## config.mk

```make
export PLATFORM = sky130hd
export DESIGN_NAME = scan_reply_decoder_top
export DESIGN_NICKNAME = d
export VERILOG_FILES = /design/src/hw/rtl/srd_pkg.sv /design/src/hw/rtl/scan_reply_decoder_top.sv
export VERILOG_INCLUDE_DIRS = /design/src /design/src/hw/rtl
export SDC_FILE = /design/constraint.sdc
export NUM_CORES = 1
export LEC_CHECK = 0
export BUFFER_PORTS_ARGS = -buffer_cell sky130_fd_sc_hd__buf_2
export CAP_MARGIN = 20
export CORE_UTILIZATION = 58
export DETAILED_ROUTE_END_ITERATION = 8
export GPL_TIMING_DRIVEN = 0
export PLACE_DENSITY = 0.85
export SETUP_SLACK_MARGIN = 0.3
export SYNTH_ARGS = -nofsm -noshare
export SYNTH_HDL_FRONTEND = slang
export SYNTH_SLANG_ARGS = --single-unit
```

## constraint.sdc

```tcl
create_clock -name clk_i -period 3 [get_ports clk_i]
set_input_delay 0.3 -clock clk_i [delete_from_list [all_inputs] [get_ports clk_i]]
set_output_delay 0.3 -clock clk_i [all_outputs]
set_load 0.02 [all_outputs]
```

## src/hw/rtl/scan_reply_decoder_top_assert.svh

```systemverilog
// Assertion macros for the scan reply decoder.
`ifndef SCAN_REPLY_DECODER_TOP_ASSERT_SVH
`define SCAN_REPLY_DECODER_TOP_ASSERT_SVH

// Check a property at every rising clock edge outside reset.
`define SRD_ASSERT(lbl, prop, msg) \
  lbl: assert property (@(posedge clk_i) disable iff (!rst_ni) (prop)) else $error(msg);

// Check that a condition implies a consequence in the next cycle.
`define SRD_ASSERT_NEXT(lbl, ante, cons, msg) \
  lbl: assert property (@(posedge clk_i) disable iff (!rst_ni) (ante) |=> (cons)) \
    else $error(msg);

`endif

```

## src/hw/rtl/srd_pkg.sv

```systemverilog
// Types and constants shared by the scan reply decoder.
`timescale 1ns / 1ps
package srd_pkg;

  typedef enum logic [3:0] {
    PH_HDR_A = 4'd0,
    PH_HDR_B = 4'd1,
    PH_ECHO  = 4'd2,
    PH_ST0   = 4'd3,
    PH_ST1   = 4'd4,
    PH_ST2   = 4'd5,
    PH_ST3   = 4'd6,
    PH_STAMP = 4'd7,
    PH_DATA  = 4'd8
  } phase_e;

  typedef enum logic [1:0] {
    FAULT_OK     = 2'd0,
    FAULT_HEADER = 2'd1,
    FAULT_STATUS = 2'd2
  } fault_e;

  localparam logic [7:0] LfChar    = 8'h0a;
  localparam logic [7:0] CharM     = 8'h4d;
  localparam logic [7:0] CharD     = 8'h44;
  localparam logic [7:0] CharNine  = 8'h39;
  localparam logic [7:0] CharB     = 8'h62;
  localparam logic [7:0] DigitBias = 8'h30;

endpackage

```

## src/hw/rtl/scan_reply_decoder_top.sv

```systemverilog
// Scan reply decoder: byte-wide MD reply parser and three-character distance decoder.
// A result appears on the output register in the cycle after the byte that causes it.
// Throughput: one byte per cycle while the output register is empty or being drained; a
// result waiting in the output register stalls every byte until it is taken.
// Reset (rst_ni low, asynchronous): parser waits for a header, all counters cleared,
// output register empty.
`timescale 1ns / 1ps
`include "scan_reply_decoder_top_assert.svh"
module scan_reply_decoder_top
  import srd_pkg::*;
#(
  parameter int MAX_POINTS = 1024
) (
  input  logic        clk_i,
  input  logic        rst_ni,
  input  logic        in_valid_i,
  output logic        in_ready_o,
  input  logic [7:0]  rx_byte_i,
  output logic        out_valid_o,
  input  logic        out_ready_i,
  output logic [17:0] distance_o,
  output logic [9:0]  point_number_o,
  output logic        scan_last_o,
  output logic [1:0]  fault_o
);

  localparam int PointCap = (MAX_POINTS > 1024) ? 1024 : ((MAX_POINTS < 1) ? 1 : MAX_POINTS);
  localparam logic [9:0] IdxLimit = 10'(PointCap - 1);

  phase_e      phase_q, phase_d;
  logic [7:0]  dly_char_q, dly_char_d;
  logic        dly_valid_q, dly_valid_d;
  logic [11:0] digit_sum_q, digit_sum_d;
  logic [1:0]  digit_cnt_q, digit_cnt_d;
  logic        lf_run_q, lf_run_d;
  logic [17:0] held_dist_q, held_dist_d;
  logic        held_valid_q, held_valid_d;
  logic [9:0]  points_q, points_d;

  logic        out_valid_q;
  logic [17:0] dist_q, dist_d;
  logic [9:0]  num_q, num_d;
  logic        last_q, last_d;
  fault_e      fault_q, fault_d;
  logic        res_d;

  logic        in_fire;
  logic [5:0]  digit_val;
  logic [7:0]  biased;

  assign in_ready_o = !out_valid_q || out_ready_i;
  assign in_fire    = in_valid_i && in_ready_o;
  assign biased     = dly_char_q - DigitBias;
  assign digit_val  = biased[5:0];

  always_comb begin
    phase_d      = phase_q;
    dly_char_d   = dly_char_q;
    dly_valid_d  = dly_valid_q;
    digit_sum_d  = digit_sum_q;
    digit_cnt_d  = digit_cnt_q;
    lf_run_d     = lf_run_q;
    held_dist_d  = held_dist_q;
    held_valid_d = held_valid_q;
    points_d     = points_q;
    res_d        = 1'b0;
    dist_d       = '0;
    num_d        = '0;
    last_d       = 1'b0;
    fault_d      = FAULT_OK;
    case (phase_q)
      PH_HDR_B: begin
        if (dly_char_q == CharM && rx_byte_i == CharD) begin
          phase_d = PH_ECHO;
        end else begin
          phase_d = PH_HDR_A;
          res_d   = 1'b1;
          fault_d = FAULT_HEADER;
        end
      end
      PH_ECHO: begin
        if (rx_byte_i == LfChar) phase_d = PH_ST0;
      end
      PH_ST0: begin
        dly_valid_d = (rx_byte_i == CharNine);
        phase_d     = PH_ST1;
      end
      PH_ST1: begin
        dly_valid_d = dly_valid_q && (rx_byte_i == CharNine);
        phase_d     = PH_ST2;
      end
      PH_ST2: begin
        dly_valid_d = dly_valid_q && (rx_byte_i == CharB);
        phase_d     = PH_ST3;
      end
      PH_ST3: begin
        if (dly_valid_q) begin
          dly_valid_d = 1'b0;
          phase_d     = PH_STAMP;
        end else begin
          phase_d = PH_HDR_A;
          res_d   = 1'b1;
          fault_d = FAULT_STATUS;
        end
      end
      PH_STAMP: begin
        if (rx_byte_i == LfChar) begin
          phase_d      = PH_DATA;
          dly_valid_d  = 1'b0;
          digit_sum_d  = '0;
          digit_cnt_d  = '0;
          lf_run_d     = 1'b0;
          held_valid_d = 1'b0;
          points_d     = '0;
        end
      end
      PH_DATA: begin
        if (rx_byte_i == LfChar) begin
          // the held character was the sum character: drop it
          dly_valid_d = 1'b0;
          if (!lf_run_q) begin
            lf_run_d = 1'b1;
          end else begin
            lf_run_d     = 1'b0;
            phase_d      = PH_HDR_A;
            digit_sum_d  = '0;
            digit_cnt_d  = '0;
            held_valid_d = 1'b0;
            if (held_valid_q) begin
              res_d  = 1'b1;
              dist_d = held_dist_q;
              num_d  = points_q;
              last_d = 1'b1;
            end
          end
        end else begin
          lf_run_d = 1'b0;
          if (dly_valid_q) begin
            if (digit_cnt_q != 2'd2) begin
              digit_sum_d = {digit_sum_q[5:0], digit_val};
              digit_cnt_d = digit_cnt_q + 2'd1;
            end else begin
              digit_sum_d  = '0;
              digit_cnt_d  = '0;
              held_dist_d  = {digit_sum_q, digit_val};
              held_valid_d = 1'b1;
              if (held_valid_q) begin
                res_d  = 1'b1;
                dist_d = held_dist_q;
                num_d  = points_q;
                if (points_q < IdxLimit) points_d = points_q + 10'd1;
              end
            end
          end
          dly_char_d  = rx_byte_i;
          dly_valid_d = 1'b1;
        end
      end
      default: begin
        dly_char_d = rx_byte_i;
        phase_d    = PH_HDR_B;
      end
    endcase
  end

  always_ff @(posedge clk_i or negedge rst_ni) begin
    if (!rst_ni) begin
      phase_q      <= PH_HDR_A;
      dly_char_q   <= '0;
      dly_valid_q  <= 1'b0;
      digit_sum_q  <= '0;
      digit_cnt_q  <= '0;
      lf_run_q     <= 1'b0;
      held_dist_q  <= '0;
      held_valid_q <= 1'b0;
      points_q     <= '0;
    end else if (in_fire) begin
      phase_q      <= phase_d;
      dly_char_q   <= dly_char_d;
      dly_valid_q  <= dly_valid_d;
      digit_sum_q  <= digit_sum_d;
      digit_cnt_q  <= digit_cnt_d;
      lf_run_q     <= lf_run_d;
      held_dist_q  <= held_dist_d;
      held_valid_q <= held_valid_d;
      points_q     <= points_d;
    end
  end

  // Output register: load on a producing transfer, drop when taken.
  always_ff @(posedge clk_i or negedge rst_ni) begin
    if (!rst_ni) begin
      out_valid_q <= 1'b0;
    end else if (in_fire && res_d) begin
      out_valid_q <= 1'b1;
    end else if (out_ready_i) begin
      out_valid_q <= 1'b0;
    end
  end

  always_ff @(posedge clk_i) begin
    if (in_fire && res_d) begin
      dist_q  <= dist_d;
      num_q   <= num_d;
      last_q  <= last_d;
      fault_q <= fault_d;
    end
  end

  assign out_valid_o    = out_valid_q;
  assign distance_o     = dist_q;
  assign point_number_o = num_q;
  assign scan_last_o    = last_q;
  assign fault_o        = fault_q;

  `SRD_ASSERT(a_fault_clean, !out_valid_q || fault_q == FAULT_OK || (dist_q == '0 && num_q == '0 && !last_q), "fault result carries data")
  `SRD_ASSERT(a_held_in_data, !held_valid_q || phase_q == PH_DATA, "held distance outside data lines")
  `SRD_ASSERT(a_points_cap, points_q <= IdxLimit, "point index beyond limit")
  `SRD_ASSERT_NEXT(a_last_clears, in_fire && res_d && last_d, !held_valid_q && phase_q == PH_HDR_A, "scan end did not return to header search")

endmodule
```

## After elaboration in Yosys (flattened, before gate mapping)

Index checks and enable logic that the tools add are counted.

| word-level totals | value |
|---|---|
| bits in registers | 89 |
| bits in latches | 0 |
| memory bits (writable) | 0 |
| memory bits (read-only) | 0 |
| input bits | 12 |
| output and inout bits | 33 |
| memories | 0 |

| operators by class | value |
|---|---|
| add/sub/neg operators | 3 |
| multipliers | 0 |
| divide/modulo/power cells | 0 |
| order comparisons | 1 |
| equal/unequal tests | 26 |
| shifts and indexed selects | 0 |
| multiplexer cells | 62 |
| bitwise logic cells | 3 |
| reductions and logical operators | 20 |

Operators by type and width:

| operator | number |
|---|---|
| 10-bit two-way mux | 11 |
| 18-bit two-way mux | 5 |
| 12-bit two-way mux | 5 |
| 4-bit one-hot mux with 8 select lines | 1 |
| 8-bit by 7-bit == test with 1-bit output, second input constant | 3 |
| 12-bit one-hot mux with 2 select lines | 1 |
| 2-bit inequality test, second input constant | 10 |
| 10-bit one-hot mux with 2 select lines | 1 |
| 1-bit two-way mux | 18 |
| 4-bit by 3-bit == test with 1-bit output, second input constant | 4 |
| 4-bit two-way mux | 4 |
| 8-bit one-hot mux with 2 select lines | 1 |
| 5-bit AND reduction | 3 |
| 2-bit two-way mux | 7 |
| 10-bit by 1-bit adder with 10-bit output, second input constant | 1 |
| 10-bit less-than comparator, second input constant | 1 |
| 3-bit inequality test, second input constant | 3 |
| 3-bit AND reduction | 3 |
| 4-bit by 2-bit == test with 1-bit output, second input constant | 2 |
| 8-bit by 4-bit == test with 1-bit output, second input constant | 1 |
| 8-bit by 6-bit == test with 1-bit output, second input constant | 1 |
| 8-bit two-way mux | 1 |
| 2-bit one-hot mux with 2 select lines | 2 |
| 8-bit AND reduction | 1 |
| 17 further kinds | 25 |

## Longest topological paths before layout

| logic depth | value |
|---|---|
| depth after elaboration | 7 |
| mapped depth | 7 |

## Worst setup path after synthesis

Ideal clock, no wire load.

| timing | value |
|---|---|
| kind | register to register |
| start | register phase_q[2] |
| end | register dist_q[0] (netlist: distance_o[0]) (enable) |
| arrival time | 2.111 ns |
| slack | 0.503 ns |
| stages on the path, launching flop included | 7 |
| path buffers | 2 |
| period minus slack after synthesis | 2.497 ns |
| path through | dfrtp_1 buf_4 or4b_4 a21oi_1 clkbuf_2 o31ai_1 inv_1 |

| on the way | value |
|---|---|
| word-level cells in the longest chain between the ends | 3 |
| elaborated cells on any way between the ends | 5 |
| classes of those cells | eq/ne: 3; mux: 1; reduce/logical: 1 |

RTL lines:

| item | line | text |
|---|---|---|
| start, declared | scan_reply_decoder_top.sv:30 | `phase_e phase_q, phase_d;` |
| start signal, assigned | scan_reply_decoder_top.sv:178 | `phase_q <= phase_d;` |
| 4-bit == test, or another cell as far along | scan_reply_decoder_top.sv:71 | `case (phase_q)` |
| 1-bit one-hot mux with 3 select lines (*) | scan_reply_decoder_top.sv:71 |  |
| 1-bit logical AND (*) | scan_reply_decoder_top.sv:202 | `if (in_fire && res_d) begin` |
| end signal, assigned | scan_reply_decoder_top.sv:203 | `dist_q <= dist_d;` |
| end, declared | scan_reply_decoder_top.sv:41 | `logic [17:0] dist_q, dist_d;` |

Every way passes the cells marked *; elsewhere a longest branch is shown, timed or not.
A chain may end at the register's enable or synchronous reset.

## Worst setup path in the final report

| timing | value |
|---|---|
| start | register phase_q[3] |
| end | register dist_q[4] (netlist: distance_o[4]) (enable) |

The elaborated chain is that of the path after synthesis.

==> impl_summary.md <==
Global routing
The first global-routing pass estimated approximately 14 mm of wire. The initial antenna violation count is 0. The overall routing resource usage is between 20% and 30%. The pin count of the biggest net entering global routing is 36. The via count of the first global-routing pass was ~2,700.

For this run the aggregate overflow at the end of global routing stands at 0.

STA
The routed design could run at a clock period as short as 2570 ps. The slew of the pin with the lowest slew margin is ~850 ps. Across the routed clock network, the largest skew measured is approximately 13 ps.

The final-report setup violation count is 0. Setup repair after global routing left no endpoint under its margin. The total count of max-transition violations in the final report is 0. After layout, the worst path uses 85.6% of the clock period.

In this run the tightest slew margin relative to its limit is 42.3%. The peak clock frequency supported by timing is around 390 MHz. The hold violation count in the final report is 0.

Logic synthesis
The count of mapped cells out of synthesis is around 330. After synthesis the cells add up to between 4000 and 5000 µm². For this run, the register share of the synthesized area comes to between 50% and 60%.

Among all flip-flop cells after synthesis, the most frequent one is dfrtp_1. Yosys printed 0 warnings. dfrtp_1 takes more of the synthesized area than any other cell. The number of synthesized flops with an enable pin is 31. Dividing the synthesized area by the synthesized cell count gives between 10 and 15 µm².

After synthesis the netlist holds a flip-flop and latch count of 89. By area the synthesized netlist is led by dfrtp_1, edfxtp_1, mux2_2, and2_1, a22o_1. The count of distinct cell types in the synthesized netlist is 60. The top-area cell type share of the netlist area is a little over a third. Synthesis produced a netlist with a net count of between 300 and 400. The proportion of synthesized flip-flops having asynchronous set or reset is between 60% and 70%.

Route
The post-detailed-route wirelength per cell is roughly 17 µm. The overall via count from detail_route is a little under 3,000. The DRC marker count from the first detailed-route iteration is about 160.

In the routed design, unresolved DRC markers number 0. The final wirelength is ~8 mm. The number of vias per cell after detailed routing is a little under 6. The first-pass detailed-route iteration total is 5.

The remaining number of nets flagged by the antenna check after routing is 0.

Floorplanning
45 I/O pins were placed. The cell row count is 30. The starting utilization of the core area is about three fifths. The y dimension of the die is approximately 86 µm.

The die is around 86 µm wide. The placeable core region is approximately 6800 µm². The die outline area is around 7400 µm².

Power and ir drop
The switching component of the power is a little over 1 mW. The internal power is about 2.1 mW. The ratio of total power to cell area is between 600 and 700 nW/µm². The fraction of power consumed by sequential logic is between 40 and 50%. Net switching is between 30% and 40% of the power. The portion of total power attributed to combinational logic is between 20% and 30%.

The clock share of power is between 20% and 30%. VDD sags by at most between 0.0004 and 0.0005 V. The completed layout was analyzed and its total power is ~3.1 mW. The static power due to leakage is a little over 2 nW.

Cells and area
The area growth from synthesis to layout is 15.4%. 0 antenna diodes ended up in the layout. The finished cells cover roughly 4700 µm².

The proportion of layout cells with a drive suffix above 1 is 29.6%. At the end of the flow, the number of nets in the layout was 404.

Place
During placement, the flow inserted port buffers numbering 44. The final weighted congestion in routability-driven placement is a little under 0.9. The HPWL after detailed placement is between 5 and 6 mm. The placed instances occupy a cell area of about 4400 µm².

Setup path
STA classifies the critical path startpoint as a flop. The buffers plus inverters on the worst setup path is 5. The peak per-stage delay on the critical path is 600 ps.

The endpoint arrival time on the critical path is ~2600 ps. The library cell appearing most often on the critical path is buf_4. The largest fanout of any net on the critical path is 10. The element type at the critical path end is a flop. The slowest stage of the critical path is the a2111oi_1 cell. For the worst setup path, the data required time is 3080 ps. Walking the worst path, the cells encountered are buf_1 > inv_1 > nand2_1 > a2111oi_1 > o31ai_2 > buf_4 > clkinvlp_4 > buf_4. The critical path's top delay family is buffers and inverters.

The startpoint-to-endpoint class of the critical path is flop to flop.

Flow run
The max capacitance violation total is 0.

Clock network
The number of CTS-inserted buffers is 9. The clock passes through at most 2 buffers. The CTS tree is built.

The clock tree synthesis step divided the H-tree into 3 levels. The clock transition time at the flip-flop clock pins of the worst setup and hold paths is 90 ps. The clock insertion delay at the later pin of the skew report is 370 ps. In this run the clock root is driven by a clkbuf_8. For this design, the sink count on the clock tree is 89.

Min path
In this run the worst hold path is classified as primary input to flop.

Outcome
The flow ran to the end, and the final reports show no timing, DRC or antenna violations.
==> synthesized netlist by cell type (all sizes together) (4+ instances only) <==
| cell type | instances |
|---|---|
| or3 | 5 |
| nand3 | 9 |
| mux2 | 25 |
| a21oi | 12 |
| o21ai | 16 |
| dfrtp | 58 |
| nand4 | 5 |
| o31ai | 4 |
| inv | 10 |
| o41ai | 5 |
| and2 | 30 |
| and3 | 5 |
| a22o | 14 |
| nand2 | 18 |
| edfxtp | 31 |
| clkbuf | 6 |
| nor3 | 6 |
| buf | 11 |
| nand4b | 4 |
| nor2 | 10 |
==> layout by cell type (no fill, tap or decap), types with 3 or more instances in the layout <==
| master | count |
|---|---|
| nand4b_1 | 4 |
| or3_1 | 4 |
| o31ai_1 | 3 |
| and3_1 | 5 |
| and2_1 | 30 |
| clkbuf_1 | 4 |
| nand2_1 | 17 |
| buf_6 | 4 |
| buf_2 | 49 |
| clkinvlp_4 | 4 |
| nand3_1 | 9 |
| inv_1 | 9 |
| a31oi_1 | 3 |
| nand2b_1 | 3 |
| dfrtp_1 | 58 |
| clkbuf_8 | 9 |
| o311ai_0 | 3 |
| edfxtp_1 | 31 |
| o21ai_1 | 3 |
| nor3_1 | 4 |
| a22o_1 | 14 |
| nand4_1 | 5 |
| buf_4 | 6 |
| nor2_1 | 10 |
| mux2_2 | 23 |
| a21oi_1 | 10 |
| o21ai_0 | 11 |
| o41ai_1 | 5 |
| o211ai_1 | 3 |
==> path summary, 6_finish.rpt <==
check	cells after the start	slack [ps]	from	end
max	8	430	phase_q[3]$_DFFE_PN0P_	distance_o[4]$_SDFFCE_PN0P_
min	2	210	rx_byte_i[7]	dly_char_q[7]$_DFFE_PN0P_
max reg2reg	8	430	phase_q[3]$_DFFE_PN0P_	distance_o[4]$_SDFFCE_PN0P_
min reg2reg	1	490	held_dist_q[1]$_DFFE_PN0P_	held_dist_q[1]$_DFFE_PN0P_
max in group asynchronous	3	1940	rst_ni	points_q[7]$_DFFE_PN0P_
min in group asynchronous	2	460	rst_ni	phase_q[1]$_DFFE_PN0P_
==> final cells by class <==
cell class,instances,area (µm²)
fill,486,2080
inverter,10,41.3
clock inverter,7,78.8
buffer,17,106
clock buffer,9,124
timing repair inverter,1,7.51
tap,96,120
multi-input combinational,211,1560
timing repair buffer,51,288
sequential,89,2380
==> through the flow <==
step | cells | hold WS [ps] | util (%) | setup TNS (ps) | setup slack (ps)
floorplan | 327 | 4.41 | - | 0 | 503
global route | 491 | 222 | 69.3 | 0 | 309
global placement | 467 | 455 | 65.1 | -3890 | -129
detailed placement | 468 | 338 | 65.4 | -9340 | -303
CTS | 490 | 205 | 69.2 | 0 | 402
finish | 491 | 207 | 69.3 | 0 | 432
==> worst reg2reg max path: cells and delay by family (launching register included) <==
kind            cells  cell delay, ps
flops               1             460
simple gates        1             140
compound gates      2             800
buf+inv             5             870
==> registers in the layout, summed over array words and instances (netlist names) <==
name / cells
point_number_o: 10
scan_last_o: 1
lf_run_q: 1
dly_valid_q: 1
fault_o: 2
distance_o: 18
held_valid_q: 1
out_valid_o: 1
phase_q: 4
points_q: 10
dly_char_q: 8
digit_cnt_q: 2
digit_sum_q: 12
held_dist_q: 18
==> per-layer routing <==
metal  track usage [%]  routed length [µm]  vias to the layer above
met2              37.8                3900                      103
met3              4.52                 350                       24
li1                  -                   -                     1356
met1              33.3                3690                     1411
met4              12.7                 284                        0
met5                 0                   0                        -
==> power by group through the flow <==
stage               Clock, mW  Sequential (mW)  Combinational (mW)
floorplan                   0             1.63               0.398
global placement            0             1.54               0.671
detailed placement          0             1.55               0.693
CTS                     0.850             1.52               0.749
global route            0.909             1.54               0.830
finish                  0.846             1.52               0.760
==> what timing repair did <==
item,CTS,global route
setup endpoints to repair,31,31
cloned,1,0
setup buffers,4,1
endpoints found under the hold margin,23,0
hold buffers,1,0
pin swaps,0,1
gates resized for setup,4,0
==> cell families after synthesis <==
family,share of synthesized area [%]
compound gates,12.5
buf+inv,3.53
simple gates,17.4
fa+ha+maj,0.613
xor+xnor,0.429
mux,7.14
flops,58.4
Power figures use the tool's default switching activity.
